--- src/rtl/core/rds_pkg.sv ---
// Shared types, register indexes and reset values of the recovery deploy sequencer.
package rds_pkg;

	localparam int ALT_W = 15;
	localparam int REL_W = 14;
	localparam int IDX_W = 8;

	// Flight phases, coded as the phase output reports them
	typedef enum logic [2:0] {
		PH_IDLE       = 3'd0,
		PH_ASCENDING  = 3'd1,
		PH_DESCENDING = 3'd2,
		PH_FINAL      = 3'd3,
		PH_TOUCHDOWN  = 3'd4
	} phase_t;

	// Configuration register indexes
	localparam logic [IDX_W-1:0] CFG_LAUNCH    = IDX_W'(0);
	localparam logic [IDX_W-1:0] CFG_ARMING    = IDX_W'(1);
	localparam logic [IDX_W-1:0] CFG_RELEASE   = IDX_W'(2);
	localparam logic [IDX_W-1:0] CFG_TOUCHDOWN = IDX_W'(3);

	// Reset values, altitude in 2 m units
	localparam logic [ALT_W-1:0] LAUNCH_RST    = ALT_W'(30 / 2);
	localparam logic [ALT_W-1:0] ARMING_RST    = ALT_W'(25 / 2);
	localparam logic [REL_W-1:0] RELEASE_RST   = '0;
	localparam logic [ALT_W-1:0] TOUCHDOWN_RST = ALT_W'(50 / 2);

	typedef struct packed {
		logic [ALT_W-1:0] launch_thr;
		logic [ALT_W-1:0] arming_thr;
		logic [REL_W-1:0] release_alt;
		logic [ALT_W-1:0] touchdown_thr;
	} cfg_t;

	typedef struct packed {
		logic             apogee_valid;
		logic [ALT_W-1:0] apogee;
		logic             deploy;
		phase_t           phase;
	} result_t;

endpackage

--- src/rtl/core/rds_cfg_regs.sv ---
// Configuration register file of the recovery deploy sequencer.
module rds_cfg_regs (
	input  logic                      clk,
	input  logic                      arst_n,
	input  logic                      wr_en,
	input  logic [rds_pkg::IDX_W-1:0] wr_index,
	input  logic [rds_pkg::ALT_W-1:0] wr_data,
	output rds_pkg::cfg_t             cfg
);
	import rds_pkg::*;

	cfg_t cfg_q;

	// Register writes; unknown indexes are dropped
	always_ff @(posedge clk or negedge arst_n) begin
		if (!arst_n) begin
			cfg_q.launch_thr    <= LAUNCH_RST;
			cfg_q.arming_thr    <= ARMING_RST;
			cfg_q.release_alt   <= RELEASE_RST;
			cfg_q.touchdown_thr <= TOUCHDOWN_RST;
		end else if (wr_en) begin
			unique case (wr_index)
				CFG_LAUNCH:    cfg_q.launch_thr    <= wr_data;
				CFG_ARMING:    cfg_q.arming_thr    <= wr_data;
				CFG_RELEASE:   cfg_q.release_alt   <= wr_data[REL_W-1:0];
				CFG_TOUCHDOWN: cfg_q.touchdown_thr <= wr_data;
				default: ;
			endcase
		end
	end

	assign cfg = cfg_q;

endmodule

--- src/rtl/core/rds_phase_fsm.sv ---
// Flight phase state machine with apogee capture and deploy latch.
module rds_phase_fsm (
	input  logic                      clk,
	input  logic                      arst_n,
	input  logic                      step,
	input  logic [rds_pkg::ALT_W-1:0] alt,
	input  rds_pkg::cfg_t             cfg,
	output rds_pkg::result_t          res
);
	import rds_pkg::*;

	phase_t           phase_q, phase_d;
	logic [ALT_W-1:0] prev_q;
	logic [ALT_W-1:0] apogee_q, apogee_d;
	logic             seen_q, seen_d;
	logic             deploy_q, deploy_d;

	// State registers, updated once per item
	always_ff @(posedge clk or negedge arst_n) begin
		if (!arst_n) begin
			phase_q  <= PH_IDLE;
			prev_q   <= '0;
			apogee_q <= '0;
			seen_q   <= 1'b0;
			deploy_q <= 1'b0;
		end else if (step) begin
			phase_q  <= phase_d;
			prev_q   <= alt;
			apogee_q <= apogee_d;
			seen_q   <= seen_d;
			deploy_q <= deploy_d;
		end
	end

	// Next phase; all compares are signed on 2 m units
	always_comb begin
		phase_d  = phase_q;
		apogee_d = apogee_q;
		seen_d   = seen_q;
		deploy_d = deploy_q;
		unique case (phase_q)
			PH_IDLE: begin
				if ($signed(alt) >= $signed(cfg.launch_thr))
					phase_d = PH_ASCENDING;
			end
			PH_ASCENDING: begin
				// arming loss wins over apogee detection
				if ($signed(alt) <= $signed(cfg.arming_thr)) begin
					phase_d = PH_DESCENDING;
				end else if ($signed(alt) < $signed(prev_q)) begin
					apogee_d = prev_q;
					seen_d   = 1'b1;
					phase_d  = PH_DESCENDING;
				end
			end
			PH_DESCENDING: begin
				if ($signed(alt) < $signed({1'b0, cfg.release_alt})) begin
					deploy_d = 1'b1;
					phase_d  = PH_FINAL;
				end
			end
			PH_FINAL: begin
				if ($signed(alt) < $signed(cfg.touchdown_thr))
					phase_d = PH_TOUCHDOWN;
			end
			default: phase_d = PH_TOUCHDOWN;
		endcase

		res.phase        = phase_d;
		res.deploy       = deploy_d;
		res.apogee       = apogee_d;
		res.apogee_valid = seen_d;
	end

endmodule

--- src/rtl/core/recovery_deploy_sequencer.sv ---
// Top level of the recovery deploy sequencer: input stage, phase logic, result stage.
//
//  channel  | signals                              | item
//  ---------+--------------------------------------+------------------------------
//  s_       | s_tvalid s_tready s_tdata[15:0]      | altitude sample
//  m_       | m_tvalid m_tready m_tdata[23:0]      | phase, deploy, apogee, valid
//  cfg_     | cfg_valid cfg_ready cfg_index cfg_data | register write
//
// One item per cycle sustained while the output is not stalled; a result is offered
// once its sample has passed the input register and then the result register. The
// phase update is one stage of compares between those registers. Reset clears the
// phase, apogee, deploy latch and registers to their defaults. A stalled output
// holds the result and one sample in the input register; the sample side stalls then.
module recovery_deploy_sequencer (
	input  logic                      clk,
	input  logic                      arst_n,
	input  logic                      s_tvalid,
	output logic                      s_tready,
	input  logic [15:0]               s_tdata,   // [14:0] altitude, [15] zero fill
	output logic                      m_tvalid,
	input  logic                      m_tready,
	output logic [23:0]               m_tdata,   // [2:0] phase, [3] deploy,
	                                             // [18:4] apogee, [19] apogee_valid
	input  logic                      cfg_valid,
	output logic                      cfg_ready,
	input  logic [rds_pkg::IDX_W-1:0] cfg_index,
	input  logic [rds_pkg::ALT_W-1:0] cfg_data
);
	import rds_pkg::*;

	cfg_t             cfg;
	result_t          res;
	logic             vld_s1, vld_s2;
	logic [ALT_W-1:0] alt_s1;
	result_t          res_s2;
	logic             advance;

	assign cfg_ready = 1'b1;

	rds_cfg_regs u_cfg (
		.clk      (clk),
		.arst_n   (arst_n),
		.wr_en    (cfg_valid),
		.wr_index (cfg_index),
		.wr_data  (cfg_data),
		.cfg      (cfg)
	);

	// Input stage moves on when the result register is free or being drained
	assign advance  = vld_s1 && (!vld_s2 || m_tready);
	assign s_tready = !vld_s1 || advance;

	always_ff @(posedge clk or negedge arst_n) begin
		if (!arst_n)
			vld_s1 <= 1'b0;
		else if (s_tready)
			vld_s1 <= s_tvalid;
	end

	always_ff @(posedge clk) begin
		if (s_tready && s_tvalid)
			alt_s1 <= s_tdata[ALT_W-1:0];
	end

	rds_phase_fsm u_fsm (
		.clk    (clk),
		.arst_n (arst_n),
		.step   (advance),
		.alt    (alt_s1),
		.cfg    (cfg),
		.res    (res)
	);

	// Result register
	always_ff @(posedge clk or negedge arst_n) begin
		if (!arst_n)
			vld_s2 <= 1'b0;
		else if (!vld_s2 || m_tready)
			vld_s2 <= vld_s1;
	end

	always_ff @(posedge clk) begin
		if (advance)
			res_s2 <= res;
	end

	assign m_tvalid = vld_s2;
	assign m_tdata  = {4'b0, res_s2.apogee_valid, res_s2.apogee, res_s2.deploy,
		res_s2.phase};

endmodule
--- config.mk ---
export PLATFORM = sky130hd
export DESIGN_NAME = recovery_deploy_sequencer
export DESIGN_NICKNAME = d
export VERILOG_FILES = /design/src/rtl/core/rds_pkg.sv /design/src/rtl/core/rds_cfg_regs.sv /design/src/rtl/core/rds_phase_fsm.sv /design/src/rtl/core/recovery_deploy_sequencer.sv
export SDC_FILE = /design/constraint.sdc
export NUM_CORES = 1
export LEC_CHECK = 0
export BUFFER_PORTS_ARGS = -buffer_cell sky130_fd_sc_hd__buf_2
export CORE_ASPECT_RATIO = 1.25
export CORE_MARGIN = 1.5
export CORE_UTILIZATION = 60
export DETAILED_ROUTE_END_ITERATION = 8
export PLACE_DENSITY = 0.77
export SYNTH_ARGS = -nofsm -noshare
export SYNTH_HDL_FRONTEND = slang
export SYNTH_HIERARCHICAL = 1
export SYNTH_SLANG_ARGS = --single-unit
--- constraint.sdc ---
create_clock -name clk -period 4.2 [get_ports clk]
set_clock_uncertainty 0.05 [all_clocks]
set_input_delay 0.42 -clock clk [delete_from_list [all_inputs] [get_ports clk]]
set_output_delay 0.42 -clock clk [all_outputs]
set_load 0.005 [all_outputs]
==> impl_metrics.json <==
{
  "synth_cell_types": 61,
  "cts_tree": "yes",
  "fmax_mhz": 326.5,
  "startpoint": "alt_s1[4]",
  "rsz0062_at_grt": "false",
  "synth_common_cells": "87 x dfrtp_1, 75 x inv_1, 71 x ha_1, 40 x o21ai_0, 38 x nand2_1",
  "worst_slew_margin_rel_pct": 44.95,
  "post-dp-hpwl_um": 9902,
  "vdd_drop_max_v": 0.0002366,
  "synth_cells": 576,
  "yosysWarningCount": 6,
  "first_pass_iters": 5,
  "ys_seq_area_share_pct": 49.48,
  "setup-tns-final_ns": 0,
  "synth-edff-count": 35,
  "synth_adder_area_share_pct": 12.69,
  "critPathSlowestCell": "edfxtp_1",
  "post_cts_buffers": 0,
  "ios": 71,
  "worst_slew_pin_slew_ns": 0.8258,
  "end_kind": "register",
  "drv_cap": 0,
  "synth_ff_type": "dfrtp_1",
  "root_buffer": "clkbuf_16",
  "cts_made_buffers": 17,
  "synth_xor_area_share_pct": 0,
  "grt_util_all_layers_pct": 24.59,
  "outcome": "complete, no violations",
  "rr_startpoint": "alt_s1[4]",
  "die_area_um2": 12330,
  "cpLargestDelayFamily": "compound AO/OA/AOI/OAI gates",
  "post-route-util_pct": 70.89,
  "clkLatencyLatePin_ns": 0.41,
  "fin_crit_ns": 3.063,
  "path_cells": "ha_1, a211oi_1, o21ai_0, a21oi_1, o22ai_1, nand2b_4, nor2_8, mux2_2",
  "synth_seq_cells": 131,
  "die_y_um": 123.8,
  "num_vias": 4517,
  "numPortBuffers": 64,
  "critPathKind": "reg2reg",
  "antenna_found_initial": 0,
  "finish.net_count": 759,
  "postSynthAreaPerCell_um2": 12.16,
  "core_um2": 11240,
  "grt_overflow": 0,
  "max_stage_delay_ns": 0.53,
  "wl_per_cell_um": 17.88,
  "required_ns": 4.44,
  "grt_pass1_vias": 4867,
  "powerDensity_nw_per_um2": 469.8,
  "multi_input_area_um2": 3120,
  "drive_gt1_share_pct": 27.40,
  "drc": 0,
  "finalWeightedCongestion": 0.8326,
  "fin_crit_sh_pct": 72.93,
  "cts_sinks": 131,
  "ctsResizeCount": 0,
  "synth.top_cell.area_share_pct": 31.09,
  "postRouteAntennaNets": 0,
  "die_w_um": 99.62,
  "num_rows": 43,
  "routed_wl_um": 14160,
  "cts_buffer_depth": 2,
  "initial_core_util_pct": 62.27,
  "power_leakage_nw": 3.812,
  "synth_top_family_by_area": "multiplexers",
  "n_fill_cell": 758,
  "grt_max_degree": 64,
  "ctsHoldBuffers": 0,
  "viasPerCell": 5.703,
  "yosys.area_share.simple_pct": 9.060,
  "synthToLayoutAreaGrowth_pct": 13.85,
  "synth_most_common_cell": "dfrtp_1",
  "drt_iter0_drc": 170,
  "synthMuxAreaShare_pct": 13.92,
  "htree_levels": 4,
  "path_clk_slew_ns": 0.06,
  "syn_area_um2": 7002,
  "worstPathMaxFanout": 31,
  "postSynth.asyncResetShare_pct": 73.28,
  "synth-compound-area-share_pct": 8.613,
  "startpoint_type": "register",
  "diodes": 0,
  "grt_pass1_wl_um": 23130,
  "worst_ep_arrival_time_ns": 3.30,
  "yosysTopAreaCell": "dfrtp_1",
  "hold_class": "in2async",
  "hold_violations": 0,
  "seq_area_um2": 3465,
  "finalSetupViolCount": 0,
  "path_buf_inv": 0,
  "synthTopCellsByArea": "dfrtp_1 31%, edfxtp_1 15%, ha_1 13%",
  "maxSlewViolCount": 0
}
[cell families after synthesis]
family | Yosys count
simple gates | 102
fa+ha+maj | 71
mux | 77
buf+inv | 95
other cells | 2
compound gates | 98
flops | 131
[routing by layer]
metal / part of all wire (%) / track usage, % / vias up
met1: 43 / 29.25 / 2228
met3: 3.3 / 4.770 / 26
met5: 0 / 0 / -
li1: - / - / 2159
met4: 2.4 / 10.48 / 0
met2: 52 / 43.71 / 104
[report_power, final]
| group | switching (mW) | internal [mW] | leakage, nW |
|---|---|---|---|
| Clock | 0.553 | 0.924 | 0.286 |
| Sequential | 0.121 | 1.53 | 1.59 |
| Combinational | 0.316 | 0.303 | 1.93 |
[area by class of cell]
cell class / instances / area share, %
clock buffer: 21 / 5.902
tap: 135 / 2.119
multi-input combinational: 353 / 39.15
timing repair buffer: 66 / 4.238
clock inverter: 11 / 1.601
sequential: 131 / 43.46
inverter: 75 / 3.532
[registers in the layout (all words and copies together) (netlist names)]
| name | flops |
|---|---|
| alt_s1 | 15 |
| m_tdata | 20 |
| m_tvalid | 1 |
| u_cfg/cfg | 59 |
| u_fsm/apogee_q | 15 |
| u_fsm/deploy_q | 1 |
| u_fsm/phase_q | 3 |
| u_fsm/prev_q | 15 |
| u_fsm/seen_q | 1 |
| vld_s1 | 1 |
[worst reg2reg max path: stages, from the launching register on]
cell and delay, ns:
edfxtp_1 0.53, ha_1 0.38, a211oi_1 0.35, o21ai_0 0.19, a21oi_1 0.19, o22ai_1 0.16
nand2b_4 0.33, nor2_8 0.38, mux2_2 0.39
[stage by stage]
stage	power (mW)	instances	hold slack, ns	setup slack [ns]	instance area [µm²]
CTS	3.761	792	0.07631	1.163	7971
global placement	2.226	760	0.3948	1.284	7373
detailed placement	2.272	760	0.3945	1.242	7373
floorplan	2.069	579	0.07441	1.823	7013
global route	3.913	792	0.1181	1.057	7971
finish	3.745	792	0.05491	1.137	7971
[cells in the final DEF (no fill, tap or decap), drive strengths merged, types with 3 or more instances in the layout]
cell type | synthesis | final
inv | 75 | 77
clkinvlp | 0 | 3
o211ai | 4 | 4
nor2 | 12 | 12
buf | 16 | 66
edfxtp | 35 | 35
nand3 | 3 | 3
a31oi | 4 | 4
nand2 | 38 | 38
dfstp | 9 | 9
conb | 2 | 5
nor2b | 3 | 3
clkbuf | 4 | 21
ha | 71 | 71
and3 | 5 | 5
a21oi | 20 | 20
o21ai | 40 | 40
clkinv | 0 | 4
nand3b | 4 | 4
nand2b | 11 | 11
a21o | 9 | 9
o31ai | 3 | 3
dfrtp | 87 | 87
a211oi | 5 | 5
nand4 | 11 | 11
mux2 | 76 | 76
nand4b | 3 | 3
[final timing paths]
check | slack [ns] | to | depth (start not counted)
hold reg to reg | 0.42 | u_fsm/seen_q | 1
min in group clk | 0.14 | alt_s1[8] | 1
setup / recovery | 1.14 | u_fsm/apogee_q[0] | 8
hold / removal | 0.05 | u_fsm/prev_q[10] | 1
setup reg to reg | 1.14 | u_fsm/apogee_q[0] | 8
max in group asynchronous | 3.07 | u_cfg/cfg[31] | 2
(Power assumes the default switching activity.)
